`config.mk`:
```
export PLATFORM = sky130hd
export DESIGN_NAME = sawlc_lru
export DESIGN_NICKNAME = d
export VERILOG_FILES = /design/src/rtl/sawlc_pkg.sv /design/src/rtl/sawlc_lru.sv
export SDC_FILE = /design/constraint.sdc
export NUM_CORES = 1
export LEC_CHECK = 0
export ABC_CLOCK_PERIOD_IN_PS = 3600
export BUFFER_PORTS_ARGS = -buffer_cell sky130_fd_sc_hd__clkbuf_2
export CAP_MARGIN = 20
export CORE_MARGIN = 3
export CORE_UTILIZATION = 61
export CTS_CLUSTER_SIZE = 10
export DETAILED_ROUTE_END_ITERATION = 7
export GPL_TIMING_DRIVEN = 0
export PLACE_DENSITY = 0.75
export SLEW_MARGIN = 25
export SYNTH_ARGS = -nofsm -noshare
export SYNTH_HDL_FRONTEND = slang
export SYNTH_SLANG_ARGS = --single-unit
```
`constraint.sdc`:
```
create_clock -name clock -period 3.6 [get_ports clock]
set_input_delay 0.18 -clock clock [delete_from_list [all_inputs] [get_ports clock]]
set_output_delay 0.18 -clock clock [all_outputs]
set_load 0.02 [all_outputs]
```
`src/rtl/sawlc_pkg.sv`:
```
// shared codes, widths and helpers for the set-associative write-back cache
// no dependencies
package sawlc_pkg;

   localparam int WORD_W = 32;
   localparam int LAT_W  = 16;
   localparam int CFG_W  = 8;
   localparam int SETNUM_W = 4;

   localparam logic [1:0] ACT_READ  = 2'd0;
   localparam logic [1:0] ACT_WRITE = 2'd1;
   localparam logic [1:0] ACT_FLUSH = 2'd2;
   localparam logic [1:0] ACT_NONE  = 2'd3;

   localparam logic [1:0] CSR_HIT   = 2'd0;
   localparam logic [1:0] CSR_MRD   = 2'd1;
   localparam logic [1:0] CSR_MWR   = 2'd2;

   localparam logic [3:0] S_IDLE    = 4'd0;
   localparam logic [3:0] S_TAG_RD  = 4'd1;
   localparam logic [3:0] S_TAG_CMP = 4'd2;
   localparam logic [3:0] S_VICTIM  = 4'd3;
   localparam logic [3:0] S_WB_RD   = 4'd4;
   localparam logic [3:0] S_WB_WR   = 4'd5;
   localparam logic [3:0] S_FILL_RD = 4'd6;
   localparam logic [3:0] S_FILL_WR = 4'd7;
   localparam logic [3:0] S_ACC     = 4'd8;
   localparam logic [3:0] S_ACC_RD  = 4'd9;
   localparam logic [3:0] S_FL_CHK  = 4'd10;
   localparam logic [3:0] S_RESP    = 4'd11;

   typedef logic [LAT_W-1:0] lat_type;

   function automatic lat_type sat_add(lat_type a, logic [CFG_W-1:0] b);
      logic [LAT_W:0] sum;
      sum = {1'b0, a} + (LAT_W+1)'(b);
      sat_add = sum[LAT_W] ? {LAT_W{1'b1}} : sum[LAT_W-1:0];
   endfunction

endpackage

```
`src/rtl/sawlc_lru.sv`:
```
// true lru order per set with move-to-most-recent update
// depends on sawlc_pkg
module sawlc_lru
   import sawlc_pkg::*;
#(
   parameter int WAYS     = 4,
   parameter int SETS     = 16,
   parameter int SET_BITS = 4,
   parameter int WAY_BITS = 2
) (
   input  logic                clock,
   input  logic                reset,
   input  logic                upd_en,
   input  logic [SET_BITS-1:0] upd_set,
   input  logic [WAY_BITS-1:0] upd_way,
   input  logic [SET_BITS-1:0] rd_set,
   output logic [WAY_BITS-1:0] victim
);

   logic [WAY_BITS-1:0] order_ff [SETS][WAYS];
   logic [WAY_BITS-1:0] row_in [WAYS];
   logic [WAY_BITS-1:0] pos;
   logic                found;

   always_comb begin
      found = 1'b0;
      pos   = '0;
      for (int i = 0; i < WAYS; i++) begin
         if (!found && order_ff[upd_set][i] == upd_way) begin
            found = 1'b1;
            pos   = WAY_BITS'(i);
         end
      end
      for (int i = 0; i < WAYS; i++) begin
         if (!found || i < int'(pos)) begin
            row_in[i] = order_ff[upd_set][i];
         end else if (i == WAYS - 1) begin
            row_in[i] = upd_way;
         end else begin
            row_in[i] = order_ff[upd_set][(i + 1) % WAYS];
         end
      end
   end

   always_ff @(posedge clock) begin
      if (reset) begin
         for (int s = 0; s < SETS; s++) begin
            for (int w = 0; w < WAYS; w++) begin
               order_ff[s][w] <= WAY_BITS'(w);
            end
         end
      end else if (upd_en) begin
         order_ff[upd_set] <= row_in;
      end
   end

   assign victim = order_ff[rd_set][0];

endmodule
```
-- Word-level counts from Yosys, hierarchy flattened
Memory sizes are Yosys's and may differ from the RTL's.
Index checks and enable logic that the tools add are counted.
- $lt $le $gt $ge: 3
- eq/ne operators: 4
- muxes and demuxes: 19
- reductions and logical operators: 11
- operators by type and width (operator ; number):
    2-bit 2-to-1 mux ; 6
    1-bit 2-to-1 mux ; 11
    2-bit equality test ; 4
    8-bit 2-to-1 mux ; 1
    8-bit OR reduction ; 1
    1-bit zero test ; 4
    1-bit by 2-bit less-than comparator with 1-bit output, first input constant ; 2
    4-bit 2-to-1 mux ; 1
    1-bit logical AND ; 3
    1-bit logical OR ; 3
    2-bit less-than comparator, first input constant ; 1
- bits in registers: 0
- bits in writable memories: 128
- bits of input ports: 13
- output and inout bits: 2
- logic and storage cells: 38
- memories kept: 1
- memories (memory ; depth ; bits a word ; rd ports ; clocked after memory_dff ; wr ports ; line ; source):
    order_ff ; 16 ; 8 ; 2 ; 0 ; 16 ; sawlc_lru.sv:20 ; logic [WAY_BITS-1:0] order_ff [SETS][WAYS];

-- Depth between registers and ports, before layout
Gate-level depths: netlist of the first run.
An unclocked memory read counts as a cell.
- depth in word-level cells: 16
- gate-level depth with buffers: 10
- gate-level depth less buffers: 7

-- Worst setup path before layout of the first run
OpenSTA, ideal clock, no wires.
- kind: input -> register
- start: in upd_set[0]
- end: mem order_ff[4][3] (netlist bit) (data pin)
- setup time: 0.270 ns
- arrival: 2.513 ns
- data required time: 3.330 ns
- path slack: 0.817 ns
- cell stages on the path: 8
- buffers on the path: 4
- path through: buf_4 -> buf_6 -> clkbuf_1 -> mux4_2 -> mux4_2 -> mux2i_2 -> buf_2 -> nand2_1
- RTL lines (item ; line ; source):
    start, declared ; sawlc_lru.sv:14 ; input logic [SET_BITS-1:0] upd_set,
    end, declared ; sawlc_lru.sv:20 ;

==> results.yml, run 1 <==
synthesis:
  ys.flop_type: "edfxtp_1"
  synth_nets: 471
  synth-seq-cells: 128
  syn-instance-count: 458
  yosysWarnings: 0
  synth.avg_cell_area_sq_um: 13.7
  syn_area_sq_um: 6280
  synth.distinct_cells: 36
  synth-async-reset-ratio: 0
  seq_area_frac_synth: 0.612
  synth-edff-count: 128
detailed_routing:
  via_per_inst: 6.49
  drtPass1Iterations: 5
  post_drt_wl_per_cell_microns: 24.4
  drcViolationCount: 0
  routed-via-count: 4102
  routed_wl_microns: 15400
  drt_iter0_drc: 688
  ant_nets: 0
worst_hold_path:
  hold_depth: 6
  holdPathEnd: "order_ff[10][3]$_SDFFCE_PN1P_"
  worstHoldStart: "upd_en"
  hp-class: "in2reg"
sta:
  finalClockSkew_ns: 0.0135
  rsz0062_at_grt: "no"
  hold_violations: 0
  setup_viol: 0
  setup_tns_ns: 0
  finalCritPeriodShare: 0.912
  finalCriticalPeriod_ns: 3.28
  slew_headroom: 0.418
  worstMarginPinSlew_ns: 0.873
  slew_violations: 0
  fmax_mhz: 305
  fin_ws_ns: 0.317
clock_tree:
  clk_pin_slew_ns: 0.06
  cts_root_buffer: "clkbuf_8"
  numCtsBuffers: 17
  h-tree-depth: 4
  cts.sinks: 128
  cts_tree: "yes"
  cts_buffer_depth: 2
  worstSkewPairLatency_ns: 0.54
  cts_hold_buffers: 0
  post_cts_buffers: 0
  cts-resized-gates: 0
worst_setup_path:
  crit_path_end_kind: "flip-flop"
  cp.required_ns: 3.89
  worstPathArrival_ns: 3.57
  r2r_start: "order_ff[14][6]$_SDFFCE_PN0P_"
  worstPathMaxFanout: 10
  setup.worst_path.start_class: "flip-flop"
  r2r_slack_ns: 0.32
  reg2reg_depth: 8
  worstSetupPathType: "reg2reg"
  timing.rr.end: "order_ff[1][5]$_SDFFCE_PN0P_"
place:
  post_dp_cell_area_sq_um: 6500
  portBuffers: 9
  place_ws_ns: -0.107
  routabilityCongestion: 0.947
  dpl.hpwl_microns: 11500
floorplanning:
  start_util: 0.634
  core_area_sq_um: 9910
  fp.dieW_microns: 108
  rows: 36
  ioPinCount: 15
  die_area_sq_um: 11600
  die_height_microns: 108
global_route:
  grt_max_degree: 17
  antenna_found_initial: 0
  grt_overflow: 0
  grt_usage: 0.295
  grt_pass1_vias: 4135
  grt_pass1_wl_microns: 23900
power_and_ir_drop:
  power.density_nw_per_um2: 534
  p_leak_nw: 2.18
  peakVddDrop_mv: 0.474
cells_and_area:
  regMostFlops: "order_ff"
  layout_common_cells: "edfxtp_1 (128), nand2_1 (88), nor2_1 (82)"
  largest_register_ffs: 128
  final_common_cell: "edfxtp_1"
  finalNetCount: 499
  drive_gt1_frac: 0.212
  reg.largest.list: "order_ff (128)"
  area_growth_pct: 12.6
  diodes: 0
  finalInstanceArea_sq_um: 7080
outcome:
  status: "finished, final reports clean"
run:
  cap_viol_max_count: 0
==> critical path, stage by stage, from the launching register on <==
cell,delay (ns)
edfxtp_1,0.43
mux4_2,0.52
a22oi_1,0.18
and3_1,0.26
xnor2_1,0.17
o22ai_1,0.29
mux2i_1,0.74
buf_2,0.37
nor2_1,0.07
==> routing by layer <==
layer	vias to the layer above	global-route usage	wire length [microns]
met4	0	0.0884	235
met3	22	0.0858	1940
li1	1758	-	-
met1	2054	0.426	5960
met5	-	0	0
met2	268	0.443	7300
==> per-stage QoR <==
step	power, mW	hold slack, ns	instances	util
2_1_floorplan	1.99	0.578	458	-
3_3_place_gp	2.09	0.791	600	0.656
3_5_place_dp	2.10	0.790	600	0.656
4_1_cts	3.78	0.288	632	0.714
5_1_grt	3.88	0.370	632	0.714
6_report	3.78	0.326	632	0.714
==> area by class of cell <==
cell class	instances	area, sq um
multi-input combinational	302	2290
tap	133	166
inverter	1	3.75
timing repair buffer	9	45.0
clock buffer	18	418
clock inverter	14	165
sequential	128	3840
buffer	27	150
fill	670	2830
==> kinds of logic after synthesis <==
family,count (synthesis),synth area share
muxes,60,0.182
DFF,128,0.612
buffers and inverters,28,0.0245
AOI/OAI and AO/OA,22,0.0277
xor gates and xnor gates,4,0.00557
and+or+nand+nor,216,0.148
==> worst max-delay path by stage <==
stage	start	endpoint	slack, ns	cells past startpoint
CTS	order_ff[14][6]$_SDFFCE_PN0P_	order_ff[5][5]$_SDFFCE_PN0P_	0.38	8
floorplan	upd_set[0]	order_ff[4][3]$_SDFFCE_PN1P_	0.82	8
detailed placement	upd_set[1]	order_ff[5][5]$_SDFFCE_PN0P_	-0.11	10
global route	order_ff[14][6]$_SDFFCE_PN0P_	order_ff[7][5]$_SDFFCE_PN0P_	0.15	8
finish	order_ff[14][6]$_SDFFCE_PN0P_	order_ff[1][5]$_SDFFCE_PN0P_	0.32	8
global placement	upd_set[1]	order_ff[1][5]$_SDFFCE_PN0P_	-0.09	10
==> power by group <==
group / internal, mW / switching, mW
Sequential: 1.67 / 0.0208
Combinational: 0.136 / 0.254
Clock: 1.05 / 0.644
==> cell usage after synthesis, drive strengths merged (3+ instances only) <==
master,number,area [sq um]
mux2i,14,155
nor2b,4,25.0
nor2,82,308
nand2,88,330
o22a,3,26.3
nor3,7,35.0
a21oi,6,30.0
and2,3,18.8
buf,15,105
edfxtp,128,3840
nand2b,23,144
mux4,42,946
xnor2,4,35.0
mux2,4,45.0
clkbuf,12,45.0
a22oi,3,22.5
No activity file was read; power rests on OpenSTA's default activity.
==> run 2: changes to the inputs <==
--- a/config.mk
+++ b/config.mk
@@ -5,6 +5,7 @@
 export SDC_FILE = /design/constraint.sdc
 export NUM_CORES = 1
 export LEC_CHECK = 0
+export ABC_AREA = 1
 export ABC_CLOCK_PERIOD_IN_PS = 3600
 export BUFFER_PORTS_ARGS = -buffer_cell sky130_fd_sc_hd__clkbuf_2
 export CAP_MARGIN = 20
==> results.yml, run 2 <==
floorplanning:
  die_area_sq_um: 12300
  core_area_sq_um: 10500
  rows: 37
  fp.dieW_microns: 111
  ioPinCount: 15
  start_util: 0.639
  die_height_microns: 111
clock_tree:
  cts.sinks: 128
  numCtsBuffers: 17
  clk_pin_slew_ns: 0.06
  h-tree-depth: 4
  cts-resized-gates: 0
  cts_tree: "yes"
  cts_hold_buffers: 0
  worstSkewPairLatency_ns: 0.53
  cts_root_buffer: "clkbuf_8"
  cts_buffer_depth: 2
  post_cts_buffers: 0
worst_hold_path:
  hold_depth: 3
  hp-class: "in2reg"
  holdPathEnd: "order_ff[11][1]$_SDFFCE_PN1P_"
  worstHoldStart: "upd_way[1]"
synthesis:
  seq_area_frac_synth: 0.572
  synth-seq-cells: 128
  synth.avg_cell_area_sq_um: 9.03
  yosysTopAreaCell: "edfxtp_1"
  synth.distinct_cells: 32
  syn_area_sq_um: 6720
  ys.flop_type: "edfxtp_1"
  synth-async-reset-ratio: 0
  netlist_top_cells_count: "nand2_1 (275), edfxtp_1 (128), nor2_1 (87)"
  synth-edff-count: 128
  netlist.area_leader.share: 0.572
  synth_nets: 757
  yosysWarnings: 0
  synth.most_common_cell: "nand2_1"
  syn-instance-count: 744
  yosys-top-cells-area: "edfxtp_1 (57%), nand2_1 (15%), nand3_1 (5.1%), nor2_1 (4.9%), inv_1 (2.4%)"
sta:
  hold_violations: 0
  finalCriticalPeriod_ns: 2.38
  slew_violations: 0
  worstMarginPinSlew_ns: 0.949
  setup_tns_ns: 0
  setup_viol: 0
  rsz0062_at_grt: "no"
  hold_slack_ns: 0.218
  finalClockSkew_ns: 0.00615
  slew_headroom: 0.365
  fmax_mhz: 421
  finalCritPeriodShare: 0.660
worst_setup_path:
  r2r_start: "order_ff[7][7]$_SDFFCE_PN0P_"
  r2r_slack_ns: 1.22
  crit_top_cell: "nand2_1"
  crit_chain: "nand2_1 -> o21ai_0 -> nand2_1 -> nand2_1 -> nand2_1 -> nand2_1 -> o21ai_1 -> nand2_1 -> nand2_4 -> nand2_2 -> o21ai_1 -> buf_4 -> nand3_1"
  cp.required_ns: 3.86
  reg2reg_depth: 13
  timing.rr.end: "order_ff[7][4]$_SDFFCE_PN1P_"
  worstPathArrival_ns: 2.63
  crit_path_max_incr_delay_ns: 0.41
  crit_start: "order_ff[7][7]$_SDFFCE_PN0P_"
  crit_path_top_delay_cell: "edfxtp_1"
  worstSetupPathType: "reg2reg"
  worstPathMaxFanout: 10
  crit_path_end_kind: "flip-flop"
  setup.worst_path.start_class: "flip-flop"
cells_and_area:
  layout_common_cells: "nand2_1 (275), edfxtp_1 (128), nor2_1 (87)"
  drive_gt1_frac: 0.125
  largest_register_ffs: 128
  regMostFlops: "order_ff"
  area_growth_pct: 11.0
  finalNetCount: 786
  diodes: 0
  nFillCells: 801
  final_common_cell: "nand2_1"
  reg.largest.list: "order_ff (128)"
place:
  portBuffers: 10
  routabilityCongestion: 0.900
  dpl.hpwl_microns: 12700
detailed_routing:
  post_drt_wl_per_cell_microns: 19.4
  routed-via-count: 5435
  via_per_inst: 5.91
  ant_nets: 0
  drcViolationCount: 0
  drtPass1Iterations: 6
  drt_iter0_drc: 584
  routed_wl_microns: 17800
power_and_ir_drop:
  peakVddDrop_mv: 0.339
  power.total_mw: 3.78
  power.density_nw_per_um2: 507
  p_leak_nw: 2.90
global_route:
  grt_max_degree: 17
  grt_pass1_wl_microns: 27900
  grt_pass1_vias: 5331
  antenna_found_initial: 0
  grt_overflow: 0
  grt_usage: 0.300
outcome:
  status: "finished, final reports clean"
run:
  cap_viol_max_count: 0
==> run 2: cell type report <==
type	instances	area (sq um)	area share
repair buffers	10	50.0	0.00671
multi-input cells	535	2410	0.324
clock inverters	10	97.6	0.0131
clock buffers	19	422	0.0565
plain buffers	34	279	0.0374
flip-flops and latches	128	3840	0.515
inverters	47	181	0.0243
well taps	136	170	0.0228
==> run 2: cells by family (layout without fill, tap and decap cells) <==
family / after synthesis / in the layout / synth area share
and+or+nand+nor: 469 / 469 / 0.299
DFF: 128 / 128 / 0.572
buffers and inverters: 81 / 120 / 0.0685
AOI/OAI and AO/OA: 62 / 62 / 0.0546
muxes: 4 / 4 / 0.00596
==> run 2: worst max-delay path: cells and delay by family, from the launching register on <==
family          cells  cell delay (ns)
compound gates      3             0.56
simple gates        9             0.83
flops               1             0.41
buf+inv             1             0.28
==> run 2: worst max-delay path by stage <==
stage,end,slack [ns]
after global routing,order_ff[2][4]$_SDFFCE_PN1P_,1.0
final,order_ff[7][4]$_SDFFCE_PN1P_,1.22
after global placement,order_ff[5][0]$_SDFFCE_PN1P_,0.91
after floorplan,order_ff[6][3]$_SDFFCE_PN1P_,1.61
after detailed placement,order_ff[7][4]$_SDFFCE_PN1P_,0.88
after CTS,order_ff[7][4]$_SDFFCE_PN1P_,1.29
==> run 2: stage by stage <==
step                setup slack [ns]  cell area [sq um]  utilization  instances
global placement               0.909               6940        0.660        890
CTS                             1.29               7460        0.710        919
detailed placement             0.878               6940        0.660        890
global route                   0.999               7460        0.710        919
floorplan                       1.61               6720            -        744
finish                          1.22               7460        0.710        919
==> run 2: power breakdown <==
| group | switching (mW) | internal [mW] | leakage, nW | total [mW] |
|---|---|---|---|---|
| registers | 0.0144 | 1.68 | 1.13 | 1.70 |
| clock network | 0.594 | 0.957 | 0.253 | 1.55 |
| logic | 0.385 | 0.149 | 1.51 | 0.534 |
| total | 0.994 | 2.79 | 2.90 | 3.78 |
==> run 2: routing by layer <==
| layer | vias up | part of all wire | track usage |
|---|---|---|---|
| met1 | 2538 | 0.38 | 0.375 |
| met3 | 55 | 0.090 | 0.0682 |
| li1 | 2534 | - | - |
| met2 | 308 | 0.49 | 0.483 |
| met5 | - | 0 | 0 |
| met4 | 0 | 0.042 | 0.166 |
